## src/design/jse_pkg.sv

```systemverilog
// Shared types and constants for the JSON string escaper.
package jse_pkg;

  localparam int unsigned MAX_BYTES = 6;   // longest escape: \u00XX
  localparam int unsigned CNT_W     = 3;   // holds 0..MAX_BYTES

  typedef enum logic [1:0] {
    CMD_OPEN  = 2'd0,
    CMD_CHAR  = 2'd1,
    CMD_CLOSE = 2'd2
  } cmd_t;

  localparam logic [7:0] CHR_QUOTE = 8'h22;
  localparam logic [7:0] CHR_BSLASH = 8'h5C;
  localparam logic [7:0] CHR_SLASH = 8'h2F;
  localparam logic [7:0] CHR_U     = 8'h75;
  localparam logic [7:0] CHR_ZERO  = 8'h30;
  localparam logic [7:0] CTRL_LIMIT = 8'd32;

  // Expanded output of one item; bytes[0] goes out first.
  typedef struct packed {
    logic [CNT_W-1:0]               count;
    logic [MAX_BYTES-1:0][7:0]      bytes;
  } enc_t;

endpackage

```

## src/design/jse_escape.sv

```systemverilog
// Combinational escape of one command/byte into up to six output bytes.
module jse_escape (
  input  logic [1:0]   command,
  input  logic [7:0]   data_byte,
  output jse_pkg::enc_t enc
);

  function automatic logic [7:0] hex_digit(input logic [3:0] n);
    logic [7:0] d;
    d = (n < 4'd10) ? (8'h30 + {4'h0, n}) : (8'h57 + {4'h0, n}); // 'a' - 10
    return d;
  endfunction

  logic [7:0] short_code;
  logic       is_short;

  always_comb begin
    is_short   = 1'b1;
    short_code = data_byte;
    case (data_byte) inside
      jse_pkg::CHR_QUOTE, jse_pkg::CHR_BSLASH, jse_pkg::CHR_SLASH: short_code = data_byte;
      8'h08: short_code = 8'h62; // b
      8'h0C: short_code = 8'h66; // f
      8'h0A: short_code = 8'h6E; // n
      8'h0D: short_code = 8'h72; // r
      8'h09: short_code = 8'h74; // t
      default: is_short = 1'b0;
    endcase
  end

  always_comb begin
    enc = '0;
    unique case (command)
      jse_pkg::CMD_OPEN, jse_pkg::CMD_CLOSE: begin
        enc.bytes[0] = jse_pkg::CHR_QUOTE;
        enc.count    = jse_pkg::CNT_W'(1);
      end
      jse_pkg::CMD_CHAR: begin
        if (is_short) begin
          enc.bytes[0] = jse_pkg::CHR_BSLASH;
          enc.bytes[1] = short_code;
          enc.count    = jse_pkg::CNT_W'(2);
        end else if (data_byte < jse_pkg::CTRL_LIMIT) begin
          enc.bytes[0] = jse_pkg::CHR_BSLASH;
          enc.bytes[1] = jse_pkg::CHR_U;
          enc.bytes[2] = jse_pkg::CHR_ZERO;
          enc.bytes[3] = jse_pkg::CHR_ZERO;
          enc.bytes[4] = hex_digit(data_byte[7:4]);
          enc.bytes[5] = hex_digit(data_byte[3:0]);
          enc.count    = jse_pkg::CNT_W'(jse_pkg::MAX_BYTES);
        end else begin
          enc.bytes[0] = data_byte;
          enc.count    = jse_pkg::CNT_W'(1);
        end
      end
      default: enc.count = '0; // reserved command: no output
    endcase
  end

endmodule

```

## src/design/jse_serializer.sv

```systemverilog
// Output shift register: emits an expanded item one byte per word.
module jse_serializer (
  input  logic          clk,
  input  logic          rst_n,
  input  logic          load,
  input  jse_pkg::enc_t enc,
  output logic          free,
  output logic          out_tvalid,
  input  logic          out_tready,
  output logic [7:0]    out_tdata,
  output logic          out_tlast
);

  logic [jse_pkg::MAX_BYTES-1:0][7:0] buf_r, buf_nxt;
  logic [jse_pkg::CNT_W-1:0]          rem_r, rem_nxt;
  logic                               out_fire;

  assign out_tvalid = (rem_r != '0);
  assign out_tdata  = buf_r[0];
  assign out_tlast  = (rem_r == jse_pkg::CNT_W'(1));
  assign out_fire   = out_tvalid && out_tready;
  // free when empty or when the final byte leaves this cycle
  assign free       = (rem_r == '0) || (out_tlast && out_tready);

  always_comb begin
    buf_nxt = buf_r;
    rem_nxt = rem_r;
    if (load) begin
      buf_nxt = enc.bytes;
      rem_nxt = enc.count;
    end else if (out_fire) begin
      for (int i = 0; i < jse_pkg::MAX_BYTES - 1; i++) begin
        buf_nxt[i] = buf_r[i+1];
      end
      rem_nxt = rem_r - jse_pkg::CNT_W'(1);
    end
  end

  always_ff @(posedge clk) begin
    if (!rst_n) begin
      rem_r <= '0;
    end else begin
      rem_r <= rem_nxt;
    end
  end

  always_ff @(posedge clk) begin
    buf_r <= buf_nxt;
  end

  a_rem_range: assert property (@(posedge clk) disable iff (!rst_n)
    rem_r <= jse_pkg::CNT_W'(jse_pkg::MAX_BYTES))
    else $error("remaining count out of range");

  a_load_count: assert property (@(posedge clk) disable iff (!rst_n)
    load |=> rem_r == $past(enc.count))
    else $error("load did not take item byte count");

  a_drain: assert property (@(posedge clk) disable iff (!rst_n)
    (out_fire && !load) |=> rem_r == $past(rem_r) - jse_pkg::CNT_W'(1))
    else $error("accepted word not retired");

  a_no_overwrite: assert property (@(posedge clk) disable iff (!rst_n)
    load |-> free)
    else $error("load while a result is still pending");

endmodule

```

## src/design/json_string_escaper_top.sv

```systemverilog
// Top level of the JSON string escaper: input register, escape logic, output serializer.
//
// Input channel (in_*): one word per item. in_tuser carries the command
// (open string, character, close string), in_tdata the raw character byte.
// Output channel (out_*): one byte of escaped JSON text per word; out_tlast
// marks the final byte produced for each input item.
//
// An accepted word lands in a one-entry input register. From there it is
// escaped combinationally and loaded into a six-byte output shift register,
// which drives out_tdata from a register. Throughput is set by the output
// port at one byte per cycle while the receiver is ready: an item expands
// to one byte for plain bytes and quotes, two for short escapes, six for
// \u00XX escapes. A reserved command code passes through the input register
// and produces nothing. The next item is taken while the current one is
// still draining, so items follow each other with no idle cycles on the
// output while the sender keeps up and no reserved command code lies between
// them. When the receiver stalls, the output holds and the input register
// holds one item; in_tready then drops. Reset (synchronous, active low)
// empties both stages.
module json_string_escaper_top (
  input  logic       clk,
  input  logic       rst_n,
  input  logic       in_tvalid,
  output logic       in_tready,
  input  logic [7:0] in_tdata,   // [7:0] data_byte
  input  logic [1:0] in_tuser,   // [1:0] command
  output logic       out_tvalid,
  input  logic       out_tready,
  output logic [7:0] out_tdata,  // [7:0] out_byte
  output logic       out_tlast   // last_of_run
);

  logic          hold_vld_r, hold_vld_nxt;
  logic [1:0]    hold_cmd_r;
  logic [7:0]    hold_byte_r;
  logic          ser_free;
  logic          load;
  logic          in_fire;
  jse_pkg::enc_t enc;

  // Input register drains into the serializer whenever the latter frees up.
  assign load      = hold_vld_r && ser_free;
  assign in_tready = !hold_vld_r || ser_free;
  assign in_fire   = in_tvalid && in_tready;

  always_comb begin
    hold_vld_nxt = hold_vld_r;
    if (in_fire) begin
      hold_vld_nxt = 1'b1;
    end else if (load) begin
      hold_vld_nxt = 1'b0;
    end
  end

  always_ff @(posedge clk) begin
    if (!rst_n) begin
      hold_vld_r <= 1'b0;
    end else begin
      hold_vld_r <= hold_vld_nxt;
    end
  end

  always_ff @(posedge clk) begin
    if (in_fire) begin
      hold_cmd_r  <= in_tuser;
      hold_byte_r <= in_tdata;
    end
  end

  jse_escape u_escape (
    .command   (hold_cmd_r),
    .data_byte (hold_byte_r),
    .enc       (enc)
  );

  jse_serializer u_serializer (
    .clk        (clk),
    .rst_n      (rst_n),
    .load       (load),
    .enc        (enc),
    .free       (ser_free),
    .out_tvalid (out_tvalid),
    .out_tready (out_tready),
    .out_tdata  (out_tdata),
    .out_tlast  (out_tlast)
  );

  a_hold_fill: assert property (@(posedge clk) disable iff (!rst_n)
    in_fire |=> hold_vld_r)
    else $error("accepted word not held");

  a_hold_keep: assert property (@(posedge clk) disable iff (!rst_n)
    (hold_vld_r && !load) |=> hold_vld_r && $stable(hold_cmd_r) && $stable(hold_byte_r))
    else $error("held item lost or changed before load");

  a_ready_when_empty: assert property (@(posedge clk) disable iff (!rst_n)
    !hold_vld_r |-> in_tready)
    else $error("input stalled with empty input register");

endmodule

```

## config.mk

```make
export PLATFORM = sky130hd
export DESIGN_NAME = json_string_escaper_top
export DESIGN_NICKNAME = d
export VERILOG_FILES = /design/src/design/jse_pkg.sv /design/src/design/jse_escape.sv /design/src/design/jse_serializer.sv /design/src/design/json_string_escaper_top.sv
export SDC_FILE = /design/constraint.sdc
export NUM_CORES = 1
export LEC_CHECK = 0
export BUFFER_PORTS_ARGS = -buffer_cell sky130_fd_sc_hd__buf_2
export CELL_PAD_IN_SITES_DETAIL_PLACEMENT = 1
export CELL_PAD_IN_SITES_GLOBAL_PLACEMENT = 1
export CORE_ASPECT_RATIO = 0.6
export CORE_UTILIZATION = 35
export DETAILED_ROUTE_END_ITERATION = 7
export PLACE_DENSITY_LB_ADDON = 0.1
export SLEW_MARGIN = 0
export SYNTH_ARGS = -nofsm -noshare
export SYNTH_HDL_FRONTEND = slang
export SYNTH_HIERARCHICAL = 1
export SYNTH_SLANG_ARGS = --single-unit
```

## constraint.sdc

```tcl
create_clock -name clk -period 2.95 [get_ports clk]
set_input_delay 0.7375 -clock clk [delete_from_list [all_inputs] [get_ports clk]]
set_output_delay 0.7375 -clock clk [all_outputs]
set_load 0.05 [all_outputs]
```

==> results of run 1 <==
==> worst paths after layout <==
path                            start                          endpoint
min           hold_vld_r$_SDFFE_PN0P_           hold_vld_r$_SDFFE_PN0P_
min reg2reg   hold_vld_r$_SDFFE_PN0P_           hold_vld_r$_SDFFE_PN0P_
max reg2reg  hold_byte_r[1]$_DFFE_PP_  u_serializer/buf_r[12]$_DFFE_PP_
max          hold_byte_r[1]$_DFFE_PP_  u_serializer/buf_r[12]$_DFFE_PP_
==> flip-flops by register name, indices dropped and copies added (netlist names) <==
signal                  flops
hold_byte_r                 8
hold_cmd_r                  2
u_serializer/rem_r          3
hold_vld_r                  1
u_serializer/out_tdata      8
u_serializer/buf_r         40
==> synthesized netlist by cell type (4+ instances only) <==
| library cell | number |
|---|---|
| edfxtp_1 | 58 |
| mux2_2 | 40 |
| buf_4 | 32 |
| nand2_1 | 15 |
| inv_1 | 14 |
| nor2_1 | 14 |
| a21oi_1 | 12 |
| ha_1 | 11 |
| buf_6 | 6 |
| o21ai_0 | 5 |
| and3_1 | 4 |
| dfxtp_1 | 4 |
==> cells by family (layout without fill, tap and decap cells) <==
logic type | after synthesis | in the layout
DFF | 62 | 62
and+or+nand+nor | 60 | 60
buffers and inverters | 54 | 58
muxes | 42 | 42
AOI/OAI and AO/OA | 28 | 28
adders and majority gates | 11 | 11
other | 1 | 19
xor gates and xnor gates | 1 | 1
==> metal layers <==
metal / routed length, µm / part of all wire / global-route usage / vias up
met5: 0 / 0 / 0 / -
met4: 148 / 0.023 / 0.0847 / 0
met3: 321 / 0.051 / 0.0414 / 13
met2: 2660 / 0.42 / 0.200 / 34
met1: 3200 / 0.51 / 0.192 / 909
li1: - / - / - / 909
==> final cells by class <==
class | count | area (µm²)
Tap cell | 130 | 163
Multi-Input combinational cell | 161 | 1240
Clock inverter | 5 | 50.0
Timing Repair Buffer | 28 | 175
Inverter | 14 | 52.6
Fill cell | 988 | 5520
Sequential cell | 62 | 1820
Clock buffer | 11 | 233
==> metrics by stage <==
step	cells	instance area (µm²)
2_1_floorplan	277	3430
3_3_place_gp	395	3450
3_5_place_dp	395	3450
4_1_cts	411	3740
5_1_grt	411	3740
6_report	411	3740
==> tightest hold or removal path: stages (launching register included) <==
cell      delay, ps
dfxtp_1         320
nand2b_4         80
a21boi_2         50
==> power groups by stage <==
stage | sequential (µW) | combinational, µW | clock, µW
after global routing | 1580 | 1240 | 1060
after floorplan | 1520 | 1020 | 0
final | 1540 | 1150 | 1010
after detailed placement | 1560 | 1160 | 0
after global placement | 1550 | 1160 | 0
after CTS | 1550 | 1170 | 1050
==> results.toml, run 1 <==
[logic_synthesis]
synth_compound_gate_area_share = 0.0603
synth_edf_count = 58
synth_flop_cell = "edfxtp_1"
synth_async_sr_flop_share = 0
yosys-top-cells-area = "edfxtp_1 (52%), mux2_2 (13%), buf_4 (7.1%)"
syn-instance-count = 259
synth-xor-area-share = 0.00261
yosysTopAreaCellShare = 0.518
synth_seq_cells = 62
synthAdderAreaFrac = 0.0410
synth_area_mm2 = 0.00336
synth_top_family_by_area = "multiplexers"
synth_top_area_cell = "edfxtp_1"
synthSimpleGateAreaFrac = 0.103
ys_seq_area_frac = 0.542
yosys_warnings = 6
synthMuxAreaShare = 0.140
synth.distinct_cells = 46
syn_avg_cell_area_um2 = 13.0

[grt]
grt_overflow = 0
antenna_found_initial = 0
track_usage = 0.142
grt_pass1_vias = 1939
grt_max_degree = 41
grt_first_pass_wirelength_um = 10200

[critical_path]
max_stage_delay_ps = 480
worst-endpoint-arrival_ps = 2780
endpoint_kind = "flop"
rrSetupSlack_ps = 250
startpoint_type = "flop"
cp_slowest_cell = "edfxtp_1"
worst-setup-path-type = "flop to flop"
r2r_cells = 8
cp.required_ps = 3030
critPathMaxFanout = 9
crit_family = "simple AND/OR/NAND/NOR gates"
worstPathCellList = "inv_1 > ha_1 > and4b_1 > nand3_1 > nand4_1 > nand2_1 > a21oi_1 > mux2_2"
path_depth = 8
crit_buf_inv = 1

[finish]
layout.nets = 301
syn_to_final_growth_pct = 11.2
diodes = 0
layout_common_cells = "edfxtp_1 (58), mux2_2 (40), buf_2 (24)"
drive_above_1_share = 0.345
utilization = 0.404
final_common_cell = "edfxtp_1"

[sta]
fin_ws_ps = 251
report.final.slew_viol_count = 0
hold_viol = 0
period_share = 0.915
finalSetupViolations = 0
rsz0062_at_grt = "no"
fmax_mhz = 370
holdWs_ps = 501
skew_ps = 5.45
fin_tns_setup_ps = 0
min_period_ps = 2700

[power_and_ir_drop]
comb_power_share = 0.311
p_int_uw = 2520
clock_power_share = 0.273
pwr_density_cell_mw_per_mm2 = 990
swShare = 0.319
seqPwrFrac = 0.416
p_total_uw = 3700
ir_worst_vdd_mv = 0.453
leakagePower_uw = 0.00147
p_sw_uw = 1180

[place]
io_buffers = 24
place_congestion = 0.835
hpwl_um = 4380
dp_slack_ps = 285

[clock_network]
cts_tree = "done"
post_cts_buffers = 0
clk_pin_slew_ps = 50
htreeDepth = 3
clock_latency_ps = 330
ctsResizeCount = 0
clk_path_buf_depth = 2
cts-root-buf = "clkbuf_16"
cts_hold_buf = 0
cts_inserted_buffers = 9
clkSinkCount = 62

[outcome]
outcome = "complete, no violations"

[drt]
post-route-drc-count = 0
ant_nets = 0
vias_per_cell = 4.54
vias = 1865
firstDrtPassIters = 4
drt-initial-drc-count = 103
wire_per_inst_um = 15.4
drt-total-wl_um = 6330

[floorplanning]
die-area_mm2 = 0.0100
rows = 27
die_h_um = 77.9
io_pins = 25
die-width_um = 129
coreArea_mm2 = 0.00926
initial_utilization = 0.363

[worst_hold_path]
hold_path_depth = 2
hp-class = "flop to flop"

[job]
maxCapViolCount = 0
Power figures use the tool's default switching activity.
==> inputs of run 2 (changes only) <==
==> constraint.sdc (replaced) <==
create_clock -name clk -period 2.78 [get_ports clk]
set_input_delay 0.695 -clock clk [delete_from_list [all_inputs] [get_ports clk]]
set_output_delay 0.695 -clock clk [all_outputs]
set_load 0.05 [all_outputs]
==> run 2 against run 1 <==
Compared with the run above: die area unchanged; via count up 0.16%; sequential power rose by 6%; maximum frequency up 3.9%; power is 6.2% higher; first-iteration DRC count down 6.8%; non-clock buffer count up 3; clock power grew 4%; critical path depth is the same; worst setup slack got worse by 70 ps; largest power group unchanged; highest routed layer unchanged.
==> results.toml, run 2 (synthesis results as in run 1) <==
[critical_path]
worst-endpoint-arrival_ps = 2790
endpoint_kind = "flop"
worst-setup-path-type = "flop to flop"
critPathMaxFanout = 7
crit_family = "simple AND/OR/NAND/NOR gates"
cp.required_ps = 2970
crit_buf_inv = 2
worstPathCellList = "inv_1 > ha_1 > and4b_1 > nand3_1 > nand4_1 > buf_4 > o31ai_1 > mux2_2"
cp_slowest_cell = "edfxtp_1"
max_stage_delay_ps = 490
startpoint_type = "flop"
rrSetupSlack_ps = 180

[sta]
finalSetupViolations = 0
period_share = 0.935
fin_ws_ps = 181
skew_ps = 7.65
fmax_mhz = 385
report.final.slew_viol_count = 0
min_period_ps = 2600
fin_tns_setup_ps = 0
rsz0062_at_grt = "no"
hold_viol = 0

[finish]
largest_reg_flops = 40
layout_common_cells = "edfxtp_1 (58), mux2_2 (40), buf_2 (24)"
layout.nets = 304
drive_above_1_share = 0.348
diodes = 0
syn_to_final_growth_pct = 11.5
regMostFlops = "u_serializer/buf_r"
final_common_cell = "edfxtp_1"

[place]
io_buffers = 24
place_congestion = 0.814
dp_slack_ps = 147
hpwl_um = 4380

[floorplanning]
die_h_um = 77.9
io_pins = 25
coreArea_mm2 = 0.00926
rows = 27
die-width_um = 129
die-area_mm2 = 0.0100
initial_utilization = 0.363

[drt]
firstDrtPassIters = 4
post-route-drc-count = 0
ant_nets = 0
vias_per_cell = 4.53
drt-initial-drc-count = 96
wire_per_inst_um = 15.7
drt-total-wl_um = 6490
vias = 1868

[grt]
grt_first_pass_wirelength_um = 10400
grt_pass1_vias = 1901
track_usage = 0.145
grt_overflow = 0
antenna_found_initial = 0
grt_max_degree = 52

[clock_network]
cts-root-buf = "clkbuf_16"
htreeDepth = 3
cts_inserted_buffers = 9
clk_pin_slew_ps = 50
clk_path_buf_depth = 2
clkSinkCount = 62
cts_tree = "done"
clock_latency_ps = 320
ctsResizeCount = 0

[worst_hold_path]
hp-class = "flop to flop"

[power_and_ir_drop]
ir_worst_vdd_mv = 0.374
pwr_density_cell_mw_per_mm2 = 1050
leakagePower_uw = 0.00148
p_total_uw = 3930

[job]
maxCapViolCount = 0

[outcome]
outcome = "complete, no violations"
## run 2: cell count changes in the layout (fill, tap and decap cells not counted)
cell and delta:
clkinv_2 -1, clkinvlp_4 -1, buf_4 +3
## run 2: area by class of cell
cell class / instances / area [µm²]
clock buffer: 11 / 233
clock inverter: 3 / 37.5
fill: 1009 / 5510
inverter: 14 / 52.6
multi-input combinational: 161 / 1240
sequential: 62 / 1820
tap: 130 / 163
timing repair buffer: 31 / 198
## run 2: metal layers
layer	share of wire	track usage	vias to the layer above
met5	0	0	-
met4	0.0080	0.0459	0
met3	0.047	0.0552	4
met2	0.42	0.192	35
met1	0.53	0.213	914
li1	-	-	915
## run 2: final timing paths
path                       startpoint                                  end  depth (start not counted)
min reg2reg   hold_vld_r$_SDFFE_PN0P_              hold_vld_r$_SDFFE_PN0P_                          2
min           hold_vld_r$_SDFFE_PN0P_              hold_vld_r$_SDFFE_PN0P_                          2
max          hold_byte_r[1]$_DFFE_PP_  u_serializer/out_tdata[1]$_DFFE_PP_                          8
max reg2reg  hold_byte_r[1]$_DFFE_PP_  u_serializer/out_tdata[1]$_DFFE_PP_                          8
## run 2: where the power goes
group          switching [µW]  internal, µW
Sequential                120          1520
Clock                     372           677
Combinational             760           482
Total                    1250          2680
## run 2: worst register-to-register path, stage by stage, from the launching register on
cell	delay, ps
edfxtp_1	490
inv_1	200
ha_1	300
and4b_1	220
nand3_1	150
nand4_1	290
buf_4	250
o31ai_1	330
mux2_2	230
## run 2: what timing repair did
item                                    in CTS  in global routing
hold buffers                                 0                  0
setup buffers                                0                  3
endpoints found under the setup margin       0                  4
## run 2: per-stage QoR
step	utilization	cell area, µm²	hold slack [ps]	std cells
floorplan	-	3430	525	277
global placement	0.373	3450	491	395
detailed placement	0.373	3450	500	395
CTS	0.402	3720	509	409
global route	0.405	3750	529	412
finish	0.405	3750	504	412
==> inputs of run 3 (changes only) <==
--- a/config.mk
+++ b/config.mk
@@ -8,8 +8,9 @@
 export BUFFER_PORTS_ARGS = -buffer_cell sky130_fd_sc_hd__buf_2
 export CELL_PAD_IN_SITES_DETAIL_PLACEMENT = 1
 export CELL_PAD_IN_SITES_GLOBAL_PLACEMENT = 1
-export CORE_ASPECT_RATIO = 0.6
+export CORE_ASPECT_RATIO = 1.75
 export CORE_UTILIZATION = 35
+export CTS_BUF_LIST = sky130_fd_sc_hd__clkbuf_16
 export DETAILED_ROUTE_END_ITERATION = 7
 export PLACE_DENSITY_LB_ADDON = 0.1
 export SLEW_MARGIN = 0
==> run 3 against run 2 <==
Compared with the run above: non-clock buffer count shrank 2; count of clock-buffer cells in the layout shrank 2; global-route usage grew 0.16 points; via count grew 2.1%; sequential power is essentially flat; first-iteration DRC count shrank 11%; final area grew 0.67%.
==> results.toml, run 3 (synthesis results as in run 1) <==
[place]
hpwl_um = 4810
dp.cells = 388
io_buffers = 24
place_congestion = 0.800
placed_area_mm2 = 0.00345

[drt]
vias_per_cell = 4.72
drt-initial-drc-count = 85
post-route-drc-count = 0
vias = 1908
wire_per_inst_um = 16.5
ant_nets = 0
drt-total-wl_um = 6670
firstDrtPassIters = 4

[grt]
grt_overflow = 0
track_usage = 0.147
grt_max_degree = 41
antenna_found_initial = 0
grt_pass1_vias = 2020
grt_first_pass_wirelength_um = 10700

[clock_network]
cts-root-buf = "clkbuf_16"
clk_path_buf_depth = 2
post_cts_buffers = 0
clkSinkCount = 62
ctsResizeCount = 0
htreeDepth = 3
cts_tree = "done"
cts_hold_buf = 0
clock_latency_ps = 330
cts_inserted_buffers = 9
clk_pin_slew_ps = 50

[critical_path]
worstPathCellList = "inv_1 > ha_1 > and4b_1 > nand3_1 > nand4_1 > nand2_1 > a21oi_1 > mux2_2"
worst-endpoint-arrival_ps = 2680
timing.rr.end = "u_serializer/buf_r[12]$_DFFE_PP_"
crit_buf_inv = 1
setup.worst_path.start = "hold_byte_r[1]$_DFFE_PP_"
crit_family = "simple AND/OR/NAND/NOR gates"
cp.required_ps = 2860
r2r_cells = 8
startpoint_type = "flop"
timing.rr.start = "hold_byte_r[1]$_DFFE_PP_"
path_depth = 8
rrSetupSlack_ps = 180
critPathMaxFanout = 9
cp_slowest_cell = "edfxtp_1"
worst-setup-path-type = "flop to flop"
endpoint_kind = "flop"
max_stage_delay_ps = 480

[sta]
skew_ps = 5.85
fin_tns_setup_ps = 0
fmax_mhz = 385
finalSetupViolations = 0
min_period_ps = 2600
period_share = 0.935
report.final.slew_viol_count = 0
rsz0062_at_grt = "no"
hold_viol = 0

[floorplanning]
coreArea_mm2 = 0.00941
initial_utilization = 0.357
die-width_um = 76.1
die_h_um = 132
die-area_mm2 = 0.0100
io_pins = 25
rows = 47

[finish]
utilization = 0.401
layout.nets = 302
drive_above_1_share = 0.358
syn_to_final_growth_pct = 12.2
regMostFlops = "u_serializer/buf_r"
final_common_cell = "edfxtp_1"
largest_reg_flops = 40
stdcell_area_mm2 = 0.00377
fin_cells = 404
layout_common_cells = "edfxtp_1 (58), mux2_2 (40), buf_2 (24)"
diodes = 0

[worst_hold_path]
hold_path_depth = 2
min-delay-start = "hold_vld_r$_SDFFE_PN0P_"
hp-class = "flop to flop"
holdPathEnd = "hold_vld_r$_SDFFE_PN0P_"

[job]
maxCapViolCount = 0

[power_and_ir_drop]
pwr_density_cell_mw_per_mm2 = 1080
clock_power_share = 0.297
p_total_uw = 4060
swShare = 0.318
p_sw_uw = 1290
ir_worst_vdd_mv = 0.510
leakagePower_uw = 0.00149
comb_power_share = 0.301
seqPwrFrac = 0.402
p_int_uw = 2770

[outcome]
outcome = "complete, no violations"
## run 3: cell types whose count changed in the layout (fill, tap and decap cells not counted), moves of 2 or more
cell	delta
clkinv_1	-2
buf_4	-2
clkbuf_1	-2
clkinvlp_4	+2
## run 3: how the worst max path moves through the flow
stage / end / slack [ps]
finish: u_serializer/buf_r[12]$_DFFE_PP_ / 180
global route: u_serializer/buf_r[12]$_DFFE_PP_ / 10
CTS: u_serializer/buf_r[12]$_DFFE_PP_ / 190
detailed placement: u_serializer/buf_r[12]$_DFFE_PP_ / 210
global placement: u_serializer/buf_r[12]$_DFFE_PP_ / 190
floorplan: u_serializer/buf_r[10]$_DFFE_PP_ / 70
## run 3: cell type report
| type | count | area (µm²) |
|---|---|---|
| fill | 1023 | 5640 |
| sequential | 62 | 1820 |
| multi-input combinational | 161 | 1240 |
| clock buffer | 9 | 225 |
| timing repair buffer | 29 | 183 |
| tap | 122 | 153 |
| clock inverter | 7 | 97.6 |
| inverter | 14 | 52.6 |
## run 3: layer usage
| layer | wire length [µm] | global-route usage |
|---|---|---|
| met5 | 0 | 0 |
| met4 | 208 | 0.0833 |
| met3 | 192 | 0.0424 |
| met2 | 3800 | 0.271 |
| met1 | 2470 | 0.143 |
## run 3: tightest hold or removal path: cells and delay by family, from the launching register on
kind | cells | cell delay [ps]
simple gates | 1 | 80
flops | 1 | 330
compound gates | 1 | 50
## run 3: power by group through the flow
stage	clock network (µW)	registers [µW]	logic, µW
final	1210	1630	1220
after global routing	1280	1670	1330
after global placement	0	1650	1240
after CTS	1240	1650	1260
after floorplan	0	1610	1090
after detailed placement	0	1660	1250
## run 3: metrics by stage
stage | setup WS (ps) | hold WS [ps]
5_1_grt | 9.94 | 518
2_1_floorplan | 73.6 | 525
6_report | 180 | 500
4_1_cts | 189 | 504
3_5_place_dp | 207 | 494
3_3_place_gp | 189 | 491
